File: config.mk
export PLATFORM = sky130hd
export DESIGN_NAME = qlar_queue
export DESIGN_NICKNAME = d
export VERILOG_FILES = /design/src/rtl/core/qlar_pkg.sv /design/src/rtl/core/qlar_queue.sv
export SDC_FILE = /design/constraint.sdc
export NUM_CORES = 1
export LEC_CHECK = 0
export BUFFER_PORTS_ARGS = -buffer_cell sky130_fd_sc_hd__buf_2
export CAP_MARGIN = 5
export CORE_AREA = 2 2 103 85
export CTS_BUF_LIST = sky130_fd_sc_hd__clkbuf_16
export DETAILED_ROUTE_END_ITERATION = 10
export DIE_AREA = 0 0 105 87
export SKIP_CTS_REPAIR_TIMING = 1
export SLEW_MARGIN = 30
export SYNTH_ARGS = -nofsm -noshare
export SYNTH_HDL_FRONTEND = slang
export SYNTH_SLANG_ARGS = --single-unit
File: constraint.sdc
create_clock -name clk -period 6.6 [get_ports clk]
set_input_delay 1.32 -clock clk [delete_from_list [all_inputs] [get_ports clk]]
set_output_delay 1.32 -clock clk [all_outputs]
set_load 0.01 [all_outputs]
File: src/rtl/core/qlar_pkg.sv
// shared types, constants and arithmetic helpers for the quaternion local-axis rotator
package qlar_pkg;

	localparam int COMP_WIDTH  = 16;
	localparam int FRAC_BITS   = COMP_WIDTH - 2;
	localparam int PROD_W      = 2 * COMP_WIDTH;
	localparam int SUM_W       = PROD_W + 1;
	localparam int ANGLE_W     = 11;
	localparam int AXIS_W      = 2;
	localparam int ANGLE_EXT_W = 12;
	localparam int RANGE_W     = 10;
	localparam int HALF_TURN   = 720;
	localparam int QUARTER     = HALF_TURN / 4;
	localparam int ANGLE_BIAS  = 2 * HALF_TURN;
	localparam int TBL_DEPTH   = QUARTER + 1;
	localparam int TBL_IDX_W   = $clog2(TBL_DEPTH);
	localparam int QUEUE_DEPTH = 2;
	localparam int PTR_W       = $clog2(QUEUE_DEPTH);
	localparam int CNT_W       = $clog2(QUEUE_DEPTH + 1);
	localparam int TAYLOR_TERMS = 20;

	localparam logic [63:0] PI_Q60   = 64'h3243F6A8885A308D;
	localparam logic [63:0] STEP_Q60 = PI_Q60 / 64'd360;

	localparam int LANE_X = 0;
	localparam int LANE_Y = 1;
	localparam int LANE_Z = 2;
	localparam int LANE_W = 3;
	localparam int LANES  = 4;

	typedef logic signed [COMP_WIDTH-1:0] comp_t;
	typedef logic signed [PROD_W-1:0] prod_t;
	typedef logic signed [SUM_W-1:0] sum_t;

	typedef enum logic [AXIS_W-1:0] {
		AXIS_NONE = 2'd0,
		AXIS_X    = 2'd1,
		AXIS_Y    = 2'd2,
		AXIS_Z    = 2'd3
	} axis_t;

	typedef struct packed {
		comp_t sin_v;
		comp_t cos_v;
		axis_t axis;
	} rot_t;

	typedef comp_t sin_tbl_t [TBL_DEPTH];

	localparam comp_t ONE_Q = comp_t'(64'd1 << FRAC_BITS);

	// (a * b) >> 60
	function automatic logic [63:0] mul_q60(logic [63:0] a, logic [63:0] b);
		logic [127:0] p;
		p = {64'd0, a} * {64'd0, b};
		return p[123:60];
	endfunction

	// unsigned quotient by shift and subtract
	function automatic logic [63:0] udiv_u64(logic [63:0] num, logic [63:0] den);
		logic [63:0] quo;
		logic [64:0] rem;
		quo = '0;
		rem = '0;
		for (int b = 63; b >= 0; b--) begin
			rem = {rem[63:0], num[b]};
			if (rem >= {1'b0, den}) begin
				rem    = rem - {1'b0, den};
				quo[b] = 1'b1;
			end
		end
		return quo;
	endfunction

	// quarter-wave sine table in half-degree steps, evaluated at elaboration
	function automatic sin_tbl_t build_sin_tbl();
		sin_tbl_t    t;
		logic [63:0] x;
		logic [63:0] x2;
		logic [63:0] term;
		logic [63:0] s;
		logic [63:0] d;
		for (int k = 0; k < TBL_DEPTH; k++) begin
			x    = STEP_Q60 * 64'(k);
			x2   = mul_q60(x, x);
			term = x;
			s    = x;
			for (int n = 1; n <= TAYLOR_TERMS; n++) begin
				d    = 64'(2 * n) * 64'(2 * n + 1);
				term = udiv_u64(mul_q60(term, x2), d);
				if ((n % 2) == 1) begin
					s = s - term;
				end else begin
					s = s + term;
				end
			end
			s    = (s + (64'd1 << (59 - FRAC_BITS))) >> (60 - FRAC_BITS);
			t[k] = comp_t'(s);
		end
		return t;
	endfunction

	// round half up to FRAC_BITS fraction bits and saturate to COMP_WIDTH
	function automatic comp_t round_sat(sum_t s);
		logic signed [SUM_W:0]            t;
		logic [SUM_W-FRAC_BITS:0]         v;
		logic [SUM_W-FRAC_BITS-COMP_WIDTH+1:0] hi;
		t  = {s[SUM_W-1], s} + (SUM_W + 1)'(64'd1 << (FRAC_BITS - 1));
		v  = t[SUM_W:FRAC_BITS];
		hi = v[SUM_W-FRAC_BITS:COMP_WIDTH-1];
		if ((&hi) || !(|hi)) begin
			return comp_t'(v[COMP_WIDTH-1:0]);
		end else if (v[SUM_W-FRAC_BITS]) begin
			return {1'b1, {(COMP_WIDTH-1){1'b0}}};
		end else begin
			return {1'b0, {(COMP_WIDTH-1){1'b1}}};
		end
	endfunction

endpackage

File: src/rtl/core/qlar_queue.sv
// two-entry queue between front end and back end
module qlar_queue (
	input  logic           clk,
	input  logic           arst_n,
	input  logic           push_valid,
	output logic           push_ready,
	input  qlar_pkg::rot_t push_data,
	output logic           pop_valid,
	input  logic           pop_ready,
	output qlar_pkg::rot_t pop_data
);

	qlar_pkg::rot_t                 entry_q [qlar_pkg::QUEUE_DEPTH];
	logic [qlar_pkg::PTR_W-1:0]     wr_ptr_q;
	logic [qlar_pkg::PTR_W-1:0]     rd_ptr_q;
	logic [qlar_pkg::CNT_W-1:0]     count_q;
	logic                           push_fire;
	logic                           pop_fire;

	assign push_ready = count_q != qlar_pkg::CNT_W'(qlar_pkg::QUEUE_DEPTH);
	assign pop_valid  = count_q != '0;
	assign push_fire  = push_valid && push_ready;
	assign pop_fire   = pop_valid && pop_ready;
	assign pop_data   = entry_q[rd_ptr_q];

	always_ff @(posedge clk or negedge arst_n) begin
		if (!arst_n) begin
			wr_ptr_q <= '0;
			rd_ptr_q <= '0;
			count_q  <= '0;
		end else begin
			if (push_fire) begin
				wr_ptr_q <= (wr_ptr_q == qlar_pkg::PTR_W'(qlar_pkg::QUEUE_DEPTH - 1)) ? '0 :
					wr_ptr_q + qlar_pkg::PTR_W'(1);
			end
			if (pop_fire) begin
				rd_ptr_q <= (rd_ptr_q == qlar_pkg::PTR_W'(qlar_pkg::QUEUE_DEPTH - 1)) ? '0 :
					rd_ptr_q + qlar_pkg::PTR_W'(1);
			end
			if (push_fire && !pop_fire) begin
				count_q <= count_q + qlar_pkg::CNT_W'(1);
			end else if (pop_fire && !push_fire) begin
				count_q <= count_q - qlar_pkg::CNT_W'(1);
			end
		end
	end

	always_ff @(posedge clk) begin
		if (push_fire) begin
			entry_q[wr_ptr_q] <= push_data;
		end
	end

	a_count_bound: assert property (@(posedge clk) disable iff (!arst_n)
		count_q <= qlar_pkg::CNT_W'(qlar_pkg::QUEUE_DEPTH))
		else $error("queue count above depth");

	a_count_up: assert property (@(posedge clk) disable iff (!arst_n)
		push_fire && !pop_fire |=> count_q == $past(count_q) + qlar_pkg::CNT_W'(1))
		else $error("queue count did not follow push");

endmodule

[Yosys cells after proc, flatten, opt, wreduce, memory -nomap -nowiden]
Memory sizes are Yosys's and may differ from the RTL's.
Index checks and enable logic that the tools add are counted.
Cells by class
  $add $sub $neg: 4
  equality and inequality tests: 1
  reduce and logical (&&, ||, !) cells: 8
  multiplexer cells: 6
Operator list (count)
  logical AND 1 bit: 4
  two-way mux 1 bit: 4
  two-way mux 2 bit: 2
  nonzero test 2 bit: 2
  adder 1 bit (second input constant): 2
  adder 2 x 1 -> 2 bit (second input constant): 1
  zero test 1 bit: 2
  != test 2 bit (second input constant): 1
  subtractor 2 x 1 -> 2 bit (second input constant): 1
Word-level totals
  input bits: 38
  memories kept: 1
  logic and storage cells: 23
  RAM bits: 68
  bits in registers: 4
Memory list
  entry_q: depth 2, width 34, read ports 1, clocked after Yosys merged registers in 0, write ports 1, line qlar_queue.sv:13  | qlar_pkg::rot_t entry_q [qlar_pkg::QUEUE_DEPTH];

[Depth between registers and ports, before layout]
  depth in word-level cells: 6
  depth in mapped cells: 7
  depth with buffers taken out: 7

[Worst setup path after synthesis]
No wires, ideal clock.
  kind: input port to flip-flop
  start: input push_valid
  end: memory entry_q[0][0] (netlist name) (enable)
  setup slack: 3326 ps
  stages: 2
  path buffers: 0
  arrival: 2849 ps
  setup time: 425 ps
  cells stage by stage: nand2_1 -> nor2_1
On the way
  cells in the longest elaborated chain, start to end: 3
RTL lines
  start, declared: line qlar_queue.sv:5  | input logic push_valid,
  logical AND 1 bit: line qlar_queue.sv:22  | assign push_fire = push_valid && push_ready;
  two-way mux 1 bit: line qlar_queue.sv:49  | if (push_fire) begin
  two-way mux 1 bit (implied by the code): line qlar_queue.sv:50  | entry_q[wr_ptr_q] <= push_data;
  end, declared: line qlar_queue.sv:13
Every way passes these cells.

==> flow_summary.toml <==
[sta]
fin_ws_ns = 3.561
skew_ns = 0.005684
drv_slew = 0
hold_violations = 0
period_minus_slack_ns = 3.039
fmax_mhz = 329.1
setup_tns_ns = 0
worstMarginPinSlew_ns = 0.8715
finalSetupViolCount = 0
period_share = 0.4604
rsz0062_at_grt = "no"
relSlewSlack = 0.4190

[critical_path]
start_kind = "flop"
cp_num_cells = 2
cp_top_family = "flip-flops"
cpPeakStageDelay_ns = 0.84
worst_ep_required_time_ns = 5.28
crit_chain = "mux2_2, buf_2"
crit_path_max_fanout = 35
cp.arrival_ns = 1.72
path_buf_inv = 1
reg2reg_depth = 2
worstSetupPathType = "flop to primary output"
worst_setup_path_end_kind = "primary output"
critPathSlowestCell = "dfrtp_4"

[synth]
yosysUniqueCellTypes = 15
ys_seq_area_frac = 0.7653
yosysMostFrequentCell = "edfxtp_1"
async_flop_share = 0.05556
synth_flop_cell = "edfxtp_1"
ys_warn_count = 0
yosys-top-cells-count = "68 x edfxtp_1, 29 x mux2_4, 5 x mux2_2"
ys_seq_elements = 72
avgSynthCellArea_sq_um = 22.57
synth_edf_count = 68
synth_area_sq_um = 2799
synth_top_area_frac = 0.7295
yosys.area.top_type = "edfxtp_1"
synth_top_cells_by_area = "edfxtp_1 73%, mux2_4 16%, dfrtp_1 3.6%"
synth_fp_nets = 163
netlist_instances = 124

[cells_and_area]
area_growth_pct = 28.43
num_antenna_cells = 0
drive_gt1_frac = 0.6048
fillerInstances = 766
final_net_count = 244

[detailed_routing]
drt-vias-per-instance = 4.301
drt_iter0_markers = 17
firstDrtPassIters = 4
drc = 0
finalWirelength_mm = 4.722
wire_per_inst_microns = 14.66
ant_nets = 0
num_vias = 1385

[placement]
hpwl_mm = 3.034
place.gp.congestion = 0.6296
io_buffer_count = 73
pre_cts_slack_ns = 3.869

[flow_run]
drv_cap = 0

[clock_network]
ctsLongestPathBuffers = 2
cts_tree = "done"
htree_levels = 3
cts.clk_slew.worst_paths_ns = 0.06
cts_sinks = 72
cts-buffers-inserted = 9
clkLatencyLatePin_ns = 0.32
cts-root-buf = "clkbuf_16"

[global_routing]
grt_max_degree = 36
grt-ovfl-total = 0
antenna_found_initial = 0
grt_pass1_vias = 1356
grt_first_pass_wirelength_mm = 7.093
grt_util_all_layers = 0.1089

[floorplan]
die_h_microns = 87
io_pins = 74
die_area_sq_um = 9135
die_x_microns = 105
rows = 30
start_util = 0.3420
core_area_sq_um = 8183

[pwr]
worst_ir_drop_vdd_mv = 0.3354
p_per_area_nw_per_um2 = 466.7
p_leak_nw = 1.430

[min_path]
hp-class = "flop to flop"
min_delay_path_depth = 1

[status]
status = "complete, no violations"
-- path summary, 6_finish.rpt --
| check | from | to | slack [ns] |
|---|---|---|---|
| setup / recovery | rd_ptr_q | pop_data[14] | 3.56 |
| hold / removal | count_q[1] | count_q[1] | 0.50 |
| setup reg to reg | count_q[0] | entry_q[1][19] | 4.85 |
| hold reg to reg | count_q[1] | count_q[1] | 0.50 |
| max in group asynchronous | arst_n | rd_ptr_q | 5.67 |
| min in group asynchronous | arst_n | count_q[1] | 0.79 |
-- through the flow --
| step | util | hold slack, ns | power, mW | cells | cell area (sq um) |
|---|---|---|---|---|---|
| 5_1_grt | 0.4393 | 0.5159 | 1.760 | 322 | 3595 |
| 2_1_floorplan | - | 0.4564 | 1.053 | 124 | 2799 |
| 3_5_place_dp | 0.4000 | 0.4830 | 1.192 | 306 | 3273 |
| 3_3_place_gp | 0.3963 | 0.4733 | 1.174 | 305 | 3243 |
| 6_report | 0.4393 | 0.4958 | 1.678 | 322 | 3595 |
| 4_1_cts | 0.4393 | 0.4937 | 1.707 | 322 | 3595 |
-- per-layer routing --
| layer | global-route usage | share of wire |
|---|---|---|
| met5 | 0 | 0 |
| met3 | 0.05610 | 0.087 |
| met4 | 0.05455 | 0.019 |
| met2 | 0.1635 | 0.44 |
| met1 | 0.1295 | 0.45 |
-- layout make-up --
type	instances	area, sq um	area share
Tap cell	112	140.1	0.03898
Sequential cell	72	2146	0.5969
Multi-Input combinational cell	47	590.6	0.1643
Timing Repair Buffer	74	392.9	0.1093
Inverter	1	3.754	0.001044
Clock buffer	9	225.2	0.06265
Clock inverter	7	96.34	0.02680
-- report_power, final --
| part | total, mW | leakage [nW] | switching [mW] | internal, mW |
|---|---|---|---|---|
| Clock | 0.509 | 0.148 | 0.179 | 0.330 |
| Sequential | 0.717 | 0.677 | 0.0880 | 0.629 |
| Combinational | 0.451 | 0.605 | 0.196 | 0.256 |
| Total | 1.68 | 1.43 | 0.462 | 1.22 |
-- cells by family after synthesis --
logic type,Yosys count,share of synthesized area
and+or+nand+nor,7,0.01208
buffers and inverters,5,0.02682
xor gates and xnor gates,5,0.01565
DFF,72,0.7653
muxes,34,0.1757
adders and majority gates,1,0.004470
-- sequential cells by signal, indices dropped and copies added, names as in the netlist --
name	count
count_q	2
wr_ptr_q	1
entry_q	68
rd_ptr_q	1
-- cells in the final DEF, fill, tap and decap left out, drive strengths merged --
| cell type | Yosys | routed |
|---|---|---|
| buf | 4 | 74 |
| edfxtp | 68 | 68 |
| mux2 | 34 | 34 |
| clkbuf | 0 | 9 |
| dfrtp | 4 | 4 |
| xnor2 | 3 | 3 |
| clkinvlp | 0 | 3 |
| nand2 | 2 | 2 |
| xor2 | 2 | 2 |
| bufinv | 0 | 2 |
| nor2 | 2 | 2 |
| clkinv | 0 | 2 |
| nand2b | 1 | 1 |
| inv | 1 | 1 |
| or2 | 1 | 1 |
| and3 | 1 | 1 |
| ha | 1 | 1 |
No activity file was read; power rests on OpenSTA's default activity.
